`config.mk`:
```
export PLATFORM = sky130hd
export DESIGN_NAME = text_line_glyph_rasterizer_unit
export DESIGN_NICKNAME = d
export VERILOG_FILES = /design/src/tlgr_pkg.sv /design/src/tlgr_text_mem.sv /design/src/tlgr_pix_map.sv /design/src/text_line_glyph_rasterizer_unit.sv
export SDC_FILE = /design/constraint.sdc
export NUM_CORES = 1
export LEC_CHECK = 0
export ABC_AREA = 1
export ABC_CLOCK_PERIOD_IN_PS = 8900
export CORE_ASPECT_RATIO = 1.1
export CORE_MARGIN = 8
export CORE_UTILIZATION = 61
export DETAILED_ROUTE_END_ITERATION = 6
export DONT_BUFFER_PORTS = 1
export PLACE_DENSITY = 0.77
export SLEW_MARGIN = 5
export SYNTH_ARGS = -nofsm -noshare
export SYNTH_HDL_FRONTEND = slang
export SYNTH_SLANG_ARGS = --single-unit
```
`constraint.sdc`:
```
create_clock -name clk -period 8.9 [get_ports clk]
set_input_delay 0.89 -clock clk [delete_from_list [all_inputs] [get_ports clk]]
set_output_delay 0.89 -clock clk [all_outputs]
set_load 0.02 [all_outputs]
```
`src/tlgr_pkg.sv`:
```
// Shared types, register codes and the 5x8 column font of the status-line
// character generator. No dependencies; every file but tlgr_checker imports this package.

package tlgr_pkg;

	// Signed width for all horizontal and vertical coordinate arithmetic.
	localparam int COORD_W = 14;

	// Text memory geometry: four words of eight characters, the last holding seven.
	localparam int TEXT_WORDS = 4;
	localparam int WORD_ADDR_W = 2;
	localparam int TEXT_DATA_W = 64;
	localparam logic [TEXT_DATA_W-1:0] LAST_WORD_MASK = 64'h00ff_ffff_ffff_ffff;

	// Configuration register indexes.
	localparam logic [2:0] REG_TEXT_0_7 = 3'd0;
	localparam logic [2:0] REG_TEXT_8_15 = 3'd1;
	localparam logic [2:0] REG_TEXT_16_23 = 3'd2;
	localparam logic [2:0] REG_TEXT_24_30 = 3'd3;
	localparam logic [2:0] REG_TEXT_LENGTH = 3'd4;
	localparam logic [2:0] REG_INK_COLOR = 3'd5;
	localparam logic [2:0] REG_SCALE = 3'd6;

	// Reset values of the plain registers.
	localparam logic [15:0] INK_RESET = 16'hffff;
	localparam logic [7:0] SCALE_RESET = 8'd2;
	localparam logic [7:0] SCALE_ONE = 8'd1;

	// Character codes that bound the font coverage.
	localparam logic [7:0] CH_DIGIT_0 = 8'h30;
	localparam logic [7:0] CH_DIGIT_9 = 8'h39;
	localparam logic [7:0] CH_UPPER_A = 8'h41;
	localparam logic [7:0] CH_UPPER_Z = 8'h5a;
	localparam logic [7:0] CH_PERIOD = 8'h2e;
	localparam logic [7:0] CH_COMMA = 8'h2c;
	localparam logic [7:0] CH_MINUS = 8'h2d;
	localparam logic [7:0] CH_SLASH = 8'h2f;
	localparam logic [7:0] CH_COLON = 8'h3a;

	// Font glyph slots for the capitals and the punctuation marks.
	localparam logic [5:0] GLYPH_UPPER_BASE = 6'd10;
	localparam logic [5:0] GLYPH_PERIOD = 6'd36;
	localparam logic [5:0] GLYPH_COMMA = 6'd37;
	localparam logic [5:0] GLYPH_MINUS = 6'd38;
	localparam logic [5:0] GLYPH_SLASH = 6'd39;
	localparam logic [5:0] GLYPH_COLON = 6'd40;
	localparam int GLYPH_COUNT = 41;
	localparam logic [2:0] GLYPH_LAST_COL = 3'd4;

	// Position of one pixel inside the text, as found by the address stage.
	typedef struct packed {
		logic hit;
		logic [WORD_ADDR_W-1:0] word;
		logic [2:0] byte_sel;
		logic [2:0] col;
		logic [2:0] row;
	} pix_loc_t;

	// One glyph per entry, column 0 in the low byte, row 0 in bit 0 of each column.
	localparam logic [39:0] FONT_ROM [GLYPH_COUNT] = '{
		40'h3e4549513e, 40'h00407f4200, 40'h4649516142, 40'h314b454121,
		40'h107f121418, 40'h3945454527, 40'h3049494a3c, 40'h0305097101,
		40'h3649494936, 40'h1e29494906, 40'h7e1111117e, 40'h364949497f,
		40'h224141413e, 40'h1c2241417f, 40'h414949497f, 40'h010909097f,
		40'h7a4949413e, 40'h7f0808087f, 40'h00417f4100, 40'h013f414020,
		40'h412214087f, 40'h404040407f, 40'h7f020c027f, 40'h7f1008047f,
		40'h3e4141413e, 40'h060909097f, 40'h5e2151413e, 40'h462919097f,
		40'h3149494946, 40'h01017f0101, 40'h3f4040403f, 40'h1f2040201f,
		40'h3f4038403f, 40'h6314081463, 40'h0708700807, 40'h4345495161,
		40'h0000606000, 40'h0000608000, 40'h0808080808, 40'h0204081020,
		40'h0000363600
	};

	// Column byte of a character's glyph; blank for characters outside the font.
	function automatic logic [7:0] glyph_column(input logic [7:0] ch, input logic [2:0] col);
		logic [5:0] idx;
		logic known;
		logic [39:0] glyph;
		idx = '0;
		known = 1'b1;
		if (ch >= CH_DIGIT_0 && ch <= CH_DIGIT_9) begin
			idx = 6'(ch - CH_DIGIT_0);
		end else if (ch >= CH_UPPER_A && ch <= CH_UPPER_Z) begin
			idx = GLYPH_UPPER_BASE + 6'(ch - CH_UPPER_A);
		end else if (ch == CH_PERIOD) begin
			idx = GLYPH_PERIOD;
		end else if (ch == CH_COMMA) begin
			idx = GLYPH_COMMA;
		end else if (ch == CH_MINUS) begin
			idx = GLYPH_MINUS;
		end else if (ch == CH_SLASH) begin
			idx = GLYPH_SLASH;
		end else if (ch == CH_COLON) begin
			idx = GLYPH_COLON;
		end else begin
			known = 1'b0;
		end
		glyph = FONT_ROM[idx];
		if (!known || col > GLYPH_LAST_COL) begin
			return 8'h00;
		end
		return glyph[{col, 3'b000} +: 8];
	endfunction

endpackage

```
`src/tlgr_text_mem.sv`:
```
// Text memory of the character generator: four 64-bit words written from the
// configuration port, one registered read per cycle. Depends on tlgr_pkg.

module tlgr_text_mem (
	input  logic clk,
	input  logic arst_n,
	input  logic wr_en,
	input  logic [tlgr_pkg::WORD_ADDR_W-1:0] wr_addr,
	input  logic [tlgr_pkg::TEXT_DATA_W-1:0] wr_data,
	input  logic rd_en,
	input  logic [tlgr_pkg::WORD_ADDR_W-1:0] rd_addr,
	output logic [tlgr_pkg::TEXT_DATA_W-1:0] rd_data
);
	import tlgr_pkg::*;

	logic [TEXT_DATA_W-1:0] mem [TEXT_WORDS];
	logic [TEXT_WORDS-1:0] valid_q;
	logic [TEXT_DATA_W-1:0] rd_word_q;
	logic rd_valid_q;

	// Write port; the last word holds only seven characters.
	always_ff @(posedge clk) begin
		if (wr_en) begin
			if (wr_addr == WORD_ADDR_W'(TEXT_WORDS - 1)) begin
				mem[wr_addr] <= wr_data & LAST_WORD_MASK;
			end else begin
				mem[wr_addr] <= wr_data;
			end
		end
	end

	// A word never written since reset reads as blank text.
	always_ff @(posedge clk or negedge arst_n) begin
		if (!arst_n) begin
			valid_q <= '0;
			rd_valid_q <= 1'b0;
		end else begin
			if (wr_en) begin
				valid_q[wr_addr] <= 1'b1;
			end
			if (rd_en) begin
				rd_valid_q <= valid_q[rd_addr];
			end
		end
	end

	// Registered read port.
	always_ff @(posedge clk) begin
		if (rd_en) begin
			rd_word_q <= mem[rd_addr];
		end
	end

	assign rd_data = rd_valid_q ? rd_word_q : '0;

endmodule

```
`src/tlgr_pix_map.sv`:
```
// Address stage of the character generator: maps a pixel coordinate to the
// character, glyph column and glyph row it falls on. Depends on tlgr_pkg.

module tlgr_pix_map #(
	parameter int LINE_WIDTH = 224,
	parameter int LINE_HEIGHT = 16
) (
	input  logic [7:0] pixel_x,
	input  logic [3:0] pixel_y,
	input  logic [4:0] text_len,
	input  logic scale_one,
	output tlgr_pkg::pix_loc_t loc
);
	import tlgr_pkg::*;

	logic [9:0] len6;
	logic signed [COORD_W-1:0] text_w;
	logic signed [COORD_W-1:0] glyph_h;
	logic signed [COORD_W-1:0] x_diff;
	logic signed [COORD_W-1:0] x_diff_adj;
	logic signed [COORD_W-1:0] x0;
	logic signed [COORD_W-1:0] y0;
	logic signed [COORD_W-1:0] px;
	logic signed [COORD_W-1:0] py;
	logic signed [COORD_W-1:0] dx;
	logic signed [COORD_W-1:0] dy;
	logic on_line;
	logic in_text;
	logic [8:0] u;
	logic [16:0] pos_prod;
	logic [4:0] pos;
	logic [8:0] pos6;
	logic [8:0] col_full;

	// Text extent and the centered origin; the halving truncates toward zero.
	always_comb begin
		len6 = 10'({text_len, 2'b00}) + 10'({text_len, 1'b0});
		text_w = scale_one ? COORD_W'(len6) : COORD_W'({len6, 1'b0});
		glyph_h = scale_one ? COORD_W'(8) : COORD_W'(16);
		x_diff = COORD_W'(LINE_WIDTH) - text_w;
		x_diff_adj = x_diff + COORD_W'(x_diff[COORD_W-1]);
		x0 = x_diff_adj >>> 1;
		y0 = (COORD_W'(LINE_HEIGHT) - glyph_h) >>> 1;
	end

	// Offset of the pixel from the text origin and the range checks.
	always_comb begin
		px = COORD_W'(pixel_x);
		py = COORD_W'(pixel_y);
		dx = px - x0;
		dy = py - y0;
		on_line = (px < COORD_W'(LINE_WIDTH)) && (py < COORD_W'(LINE_HEIGHT));
		in_text = !dx[COORD_W-1] && (dx < text_w) && !dy[COORD_W-1] && (dy < glyph_h);
	end

	// Character index by reciprocal multiply: floor(u * 171 / 1024) equals u / 6
	// for every offset that lies inside a line of up to 31 characters.
	always_comb begin
		u = scale_one ? dx[8:0] : dx[9:1];
		pos_prod = 17'(u) * 17'd171;
		pos = pos_prod[14:10];
		pos6 = {2'b00, pos, 2'b00} + {3'b000, pos, 1'b0};
		col_full = u - pos6;
	end

	assign loc.hit = on_line && in_text;
	assign loc.word = pos[4:3];
	assign loc.byte_sel = pos[2:0];
	assign loc.col = col_full[2:0];
	assign loc.row = scale_one ? dy[2:0] : dy[3:1];

endmodule

```
`src/text_line_glyph_rasterizer_unit.sv`:
```
// Pipeline: stage 1 registers the pixel location beside the text memory read,
// the output register takes the glyph lookup. Throughput: one pixel per clock
// while m_axis_tready does not stall the output; each stage holds one pixel.
// Reset: arst_n clears all valid flags, the text memory reads blank, length 0,
// ink color white and scale 2x; there is no clearing pass.
// Depends on tlgr_pkg, tlgr_pix_map and tlgr_text_mem.

module text_line_glyph_rasterizer_unit #(
	parameter int LINE_WIDTH = 224,
	parameter int LINE_HEIGHT = 16,
	parameter int MAX_CHARS = 31
) (
	input  logic clk,
	input  logic arst_n,
	input  logic s_axis_tvalid,
	output logic s_axis_tready,
	// Fields from bit 0: pixel_x[7:0], pixel_y[11:8], zero pad [15:12].
	input  logic [15:0] s_axis_tdata,
	output logic m_axis_tvalid,
	input  logic m_axis_tready,
	// Fields from bit 0: pixel_color[15:0], pixel_lit[16], zero pad [23:17].
	output logic [23:0] m_axis_tdata,
	input  logic cfg_we,
	input  logic [2:0] cfg_index,
	input  logic [63:0] cfg_data
);
	import tlgr_pkg::*;

	logic [4:0] text_length_q;
	logic [15:0] ink_color_q;
	logic [7:0] scale_select_q;
	logic [4:0] eff_len;
	logic scale_one;
	pix_loc_t loc;
	pix_loc_t loc_s1;
	logic v_s1;
	logic out_valid_q;
	logic [15:0] color_q;
	logic lit_q;
	logic out_adv;
	logic s1_load;
	logic text_wr;
	logic [TEXT_DATA_W-1:0] text_word;
	logic [7:0] ch;
	logic [7:0] col_bits;
	logic lit;

	// Configuration registers other than the text.
	always_ff @(posedge clk or negedge arst_n) begin
		if (!arst_n) begin
			text_length_q <= '0;
			ink_color_q <= INK_RESET;
			scale_select_q <= SCALE_RESET;
		end else if (cfg_we) begin
			unique case (cfg_index)
				REG_TEXT_LENGTH: text_length_q <= cfg_data[4:0];
				REG_INK_COLOR: ink_color_q <= cfg_data[15:0];
				REG_SCALE: scale_select_q <= cfg_data[7:0];
				default: ;
			endcase
		end
	end

	assign text_wr = cfg_we && (cfg_index <= REG_TEXT_24_30);
	assign eff_len = (text_length_q > 5'(MAX_CHARS)) ? 5'(MAX_CHARS) : text_length_q;
	assign scale_one = (scale_select_q == SCALE_ONE);

	// Pipeline control: the output register frees stage 1, stage 1 frees the input.
	assign out_adv = !out_valid_q || m_axis_tready;
	assign s_axis_tready = !v_s1 || out_adv;
	assign s1_load = s_axis_tready;

	tlgr_pix_map #(
		.LINE_WIDTH(LINE_WIDTH),
		.LINE_HEIGHT(LINE_HEIGHT)
	) u_pix_map (
		.pixel_x(s_axis_tdata[7:0]),
		.pixel_y(s_axis_tdata[11:8]),
		.text_len(eff_len),
		.scale_one(scale_one),
		.loc(loc)
	);

	tlgr_text_mem u_text_mem (
		.clk(clk),
		.arst_n(arst_n),
		.wr_en(text_wr),
		.wr_addr(cfg_index[WORD_ADDR_W-1:0]),
		.wr_data(cfg_data),
		.rd_en(s1_load),
		.rd_addr(loc.word),
		.rd_data(text_word)
	);

	// Stage 1: pixel location, aligned with the text memory read.
	always_ff @(posedge clk or negedge arst_n) begin
		if (!arst_n) begin
			v_s1 <= 1'b0;
		end else if (s1_load) begin
			v_s1 <= s_axis_tvalid;
		end
	end

	always_ff @(posedge clk) begin
		if (s1_load) begin
			loc_s1 <= loc;
		end
	end

	// Glyph lookup on the character read from memory.
	always_comb begin
		ch = text_word[{loc_s1.byte_sel, 3'b000} +: 8];
		col_bits = glyph_column(ch, loc_s1.col);
		lit = loc_s1.hit && col_bits[loc_s1.row];
	end

	// Output register.
	always_ff @(posedge clk or negedge arst_n) begin
		if (!arst_n) begin
			out_valid_q <= 1'b0;
		end else if (out_adv) begin
			out_valid_q <= v_s1;
		end
	end

	always_ff @(posedge clk) begin
		if (out_adv && v_s1) begin
			lit_q <= lit;
			color_q <= lit ? ink_color_q : 16'h0000;
		end
	end

	assign m_axis_tvalid = out_valid_q;
	assign m_axis_tdata = {7'b0000000, lit_q, color_q};

endmodule

```
* After elaboration in Yosys (flattened, before gate mapping)
Memory sizes are Yosys's and may differ from the RTL's. A register that Yosys moved wholly into a read port is not among the register bits. Index checks and enable logic that the tools add are counted.
Storage, ports and cells: flip-flop bits (word level) 63, memory bits (writable) 256, memory bits (read-only) 2560, input port bits 88, output and inout port bits 26, word-level logic and storage cells 116, memories 2
Cells by class: $add $sub $neg 11, multipliers 1, magnitude comparators 15, equal/unequal tests 10, shifts and indexed selects 2, multiplexer cells 38, bitwise operators 3, reduce and logical (&&, ||, !) cells 21
Memory list:
- (no name shown) | words 64, bits a word 40, read ports 1, clocked after Yosys merged registers in 0, wr ports 0, RTL line tlgr_pkg.sv:98 | glyph = FONT_ROM[idx];
- u_text_mem.mem | words 4, bits a word 64, read ports 1, clocked after Yosys merged registers in 1, wr ports 1, RTL line tlgr_text_mem.sv:16 | logic [TEXT_DATA_W-1:0] mem [TEXT_WORDS];
Operators with widths (count):
- $mux W64 | 2
- $mux W40 | 2
- $shiftx A64 B7 Y8 | 1
- $mux W6 | 7
- $eq A8 B6 Y1 const B | 5
- $shiftx A40 B7 Y8 | 1
- $lt A14 B14 Y1 | 2
- $mux W1 | 17
- $mux W8 | 2
- $mul A9 B8 Y15 const B | 1
- $add A14 B1 Y14 | 1
- $sub A5 B13 Y14 | 1
- $sub A9 B13 Y14 | 1
- $sub A9 B14 Y14 const A | 1
- $mux W11 | 1
- $logic_and A1 B1 Y1 | 10
- $mux W5 | 2
- $eq A3 B3 Y1 const B | 3
- $mux W9 | 1
- $add A7 B6 Y8 | 1
- $eq A8 B1 Y1 const B | 1
- $ge A8 B6 Y1 const B | 1
- $ge A8 B7 Y1 const B | 1
- $le A8 B6 Y1 const B | 1
- other kinds (26) | 35

* Longest topological paths before layout
depth after elaboration 19, gate-level depth with buffers 49, mapped depth without buffers 47

* Cells and area by module
Synthesis repeated with hierarchy kept, for this count alone.
Unflattened totals: cells, all modules 2169, area total of the unflattened synthesis 20851.2 sq um
By module, submodules not included:
- tlgr_text_mem | times used 1, cells each 869, area an instance 12298.0 sq um
- text_line_glyph_rasterizer_unit | times used 1, cells each 932, area an instance 5914.4 sq um
- tlgr_pix_map | times used 1, cells each 368, area an instance 2638.8 sq um

* Worst setup path after synthesis
No wires, ideal clock.
kind register to register, from reg text_length_q[3], to reg u_text_mem.rd_word_q[53], read port of u_text_mem.mem (data pin), arrival time 7.137 ns, data required time 8.748 ns, setup slack 1.611 ns, cell stages (with the launch flop) 45, buffers on the path 2, cells stage by stage dfrtp_1 > ha_1 > nand4_1 > nand2_1 > ha_1 > nand2_1 > nor2_1 > a211oi_1 > xor2_1 > inv_1 > o21ai_0 > nand2_1 > inv_1 > nor2_1 > ha_1 > a21oi_1 > o21ai_0 > a21oi_1 > [9 not listed] > fa_1 > ha_1 > nand2_1 > nor2_1 > a211oi_1 > nand2_1 > a21o_1 > nand2_1 > nand2_1 > nand2_1 > nand2_1 > nand2_1 > nand2_1 > inv_1 > buf_4 > clkbuf_1 > nand2_1 > a31oi_1
Between the ends: cells in the longest elaborated chain, start to end 9
RTL lines:
- start, declared | RTL line text_line_glyph_rasterizer_unit.sv:29 | logic [4:0] text_length_q;
- start signal, assigned | RTL line text_line_glyph_rasterizer_unit.sv:56 | REG_TEXT_LENGTH: text_length_q <= cfg_data[4:0];
- $gt A5 B5 Y1 | RTL line text_line_glyph_rasterizer_unit.sv:65 | assign eff_len = (text_length_q > 5'(MAX_CHARS)) ? 5'(MAX_CHARS) : text_length_q;
- $mux W5 * | RTL line text_line_glyph_rasterizer_unit.sv:65
- $add A7 B6 Y8 * | RTL line tlgr_pix_map.sv:37 | len6 = 10'({text_len, 2'b00}) + 10'({text_len, 1'b0});
- $mux W11 * | RTL line tlgr_pix_map.sv:38 | text_w = scale_one ? COORD_W'(len6) : COORD_W'({len6, 1'b0});
- $sub A9 B14 Y14 * | RTL line tlgr_pix_map.sv:40 | x_diff = COORD_W'(LINE_WIDTH) - text_w;
- $add A14 B1 Y14 * | RTL line tlgr_pix_map.sv:41 | x_diff_adj = x_diff + COORD_W'(x_diff[COORD_W-1]);
- $sub A9 B13 Y14 * | RTL line tlgr_pix_map.sv:50 | dx = px - x0;
- $mux W9 * | RTL line tlgr_pix_map.sv:59 | u = scale_one ? dx[8:0] : dx[9:1];
- $mul A9 B8 Y15 * | RTL line tlgr_pix_map.sv:60 | pos_prod = 17'(u) * 17'd171;
- end, declared | RTL line tlgr_text_mem.sv:18 | logic [TEXT_DATA_W-1:0] rd_word_q;
Every way passes the cells marked *; elsewhere a longest branch is shown, timed or not. A chain may end at the register's enable or synchronous reset.

* Worst setup path after layout
from reg text_length_q[4], to reg u_text_mem.rd_word_q[41], read port of u_text_mem.mem (data pin)
Same word-level chain as after synthesis.

==> reports/results.tsv <==
metric	value	unit
via_per_inst	5.66	
first_pass_iters	7	
reg2reg_from	text_length_q[4]	
clk_latency	530	ps
vias	14000	
fin_worst_skew	23.8	ps
overflow	0	
slew_viol_final	0	
rows	69	
ys_ff_latch	383	
cts_max_level	2	
stdcell_count	2468	
coreArea	32000	um2
nets	2207	
synth_most_common_cell	nand2_1	
arrival	8520	ps
violations	design-rule violations	
holdWs	51.7	ps
cts-root-buf	clkbuf_16	
routedWlPerCell	18.5	um
setup_viol	0	
status	finished with violations	
worst_ep_required_time	9250	ps
io_pins	114	
crit_path_frequent_cell	nand2_1	
hold_path.class	in2async	
place.gp.congestion	0.960	
io_buffers	0	
cts_buffers	37	
hpwl	30000	um
grt_pass1_vias	13800	
dieArea	38300	um2
grt_setup_unrepaired	false	
slowest_stage	o21ai_0	
seq_area_frac_synth	0.576	
dieHeight	204	um
synth_edf_count	347	
cts_sinks	383	
synth.area.top_cells	edfxtp_1 (53%), nand2_1 (8.5%), nor2_1 (7.2%)	
fin_crit_sh	0.918	
synth_top_area_frac	0.529	
syn_area_per_cell	9.65	um2
ant_nets	0	
fillers	2478	
n_antenna_cell	0	
drive_gt1_frac	0.0774	
tns	0	ps
fin_crit	8170	ps
start_util	0.615	
path_clk_slew	60	ps
tightest_slew	1050	ps
antenna_found_initial	0	
start_kind	register	
path_class	reg2reg	
synth_area	19700	um2
slowest_delay	660	ps
postCtsSetupBuffers	0	
ys.flop_type	edfxtp_1	
r2r_end	u_text_mem.rd_word_q[41]	
place_inst	2403	
grtUsageTotal	0.236	
critPathCaptureType	register	
async_flop_share	0.0940	
cts_tree	done	
die_x	187	um
hold_viol	0	
grt_start_max_net_pins	68	
fmax	122	MHz
cap_violations	0	
yosys_warnings	0	
reg2reg_slack	730	ps
synth_common_cells	nand2_1 (446), nor2_1 (376), edfxtp_1 (347)	
area_growth	7.78	%
synthCells	2039	
grt_pass1_wl	71900	um
initialDrtViolationCount	1278	
reg2regPathDepth	41	
slew_headroom	0.298	
synth_area_leader_cell	edfxtp_1	
drc	2	
crit_fanout	67	
synthDistinctLibCells	47	
drt_wl_total	45700	um
max-clock-path-buffers	3	
[flip-flops by register name, summed over array words and instances, names as in the netlist]
signal	count
lit_q	1
text_length_q	5
u_text_mem.mem	256
color_q	16
u_text_mem.valid_q	4
loc_s1	10
ink_color_q	16
m_axis_tvalid	1
v_s1	1
scale_select_q	8
u_text_mem.rd_word_q	64
u_text_mem.rd_valid_q	1
[layout by cell type, fill, tap and decap left out, types with 13 or more instances in the layout]
master	count
nor2_1	374
a31oi_1	68
inv_2	13
nand4_1	15
a21oi_1	50
clkbuf_16	39
inv_1	193
o21ai_0	63
ha_1	87
buf_4	19
edfxtp_1	347
fa_1	16
dfrtp_1	19
dfstp_2	17
nand3_1	116
xor2_1	13
nand2_1	444
[area by class of cell]
type / count / area, um2 / area share
sequential: 383 / 11300 / 0.535
multi-input combinational: 1360 / 7110 / 0.335
clock buffer: 46 / 1000 / 0.0472
inverter: 209 / 788 / 0.0372
tap: 426 / 533 / 0.0251
timing repair buffer: 25 / 262 / 0.0123
clock inverter: 19 / 181 / 0.00855
[metrics by stage]
stage	worst slack, ps	area, um2	util
3_3_place_gp	699	20000	0.625
5_1_grt	3.79	21200	0.662
2_1_floorplan	1610	19700	-
3_5_place_dp	478	20000	0.625
6_report	730	21200	0.662
4_1_cts	418	21200	0.662
[how the worst max path moves through the flow]
stage          cells after the start  slack (ps)                  endpoint             start
2_1_floorplan                     44        1610  u_text_mem.rd_word_q[53]  text_length_q[3]
3_3_place_gp                      41         700   u_text_mem.rd_word_q[9]  text_length_q[4]
3_5_place_dp                      41         480  u_text_mem.rd_word_q[35]  text_length_q[4]
4_1_cts                           41         420  u_text_mem.rd_word_q[35]  text_length_q[4]
5_1_grt                           48           4  u_text_mem.rd_word_q[32]  text_length_q[4]
6_report                          41         730  u_text_mem.rd_word_q[41]  text_length_q[4]
[cell families (layout without fill, tap and decap cells)]
logic type      count (synthesis)  count (layout)  synth area share
compound gates                221             221            0.0648
simple gates                 1006            1006             0.210
xor+xnor                       23              23            0.0102
flops                         383             383             0.576
other cells                     1               7          0.000191
fa+ha+maj                     103             103            0.0716
buf+inv                       302             299            0.0666
[what timing repair did]
| item | in CTS | in global routing |
|---|---|---|
| resized for setup | 0 | 6 |
| hold buffers | 0 | 0 |
| setup endpoints to repair | 0 | 65 |
[critical path, delay by kind of cell, from the launching register on]
kind	cells	cell delay, ps
AND/OR/NAND/NOR	18	1600
adder cells (fa/ha/maj)	8	3010
AO/OA/AOI/OAI	6	1690
buffers and inverters	7	770
XOR/XNOR	2	460
flip-flops	1	420
[metal layers]
metal  GRT usage  vias to the layer above  wire [um]
li1            -                     6732          -
met1       0.283                     6656      17800
met2       0.420                      483      23500
met3      0.0369                      107       2820
met4      0.0993                        0       1570
met5           0                        -          0
Power is not shown: default switching activity piles up to over one toggle a cycle in this logic, so the estimate is an artifact.
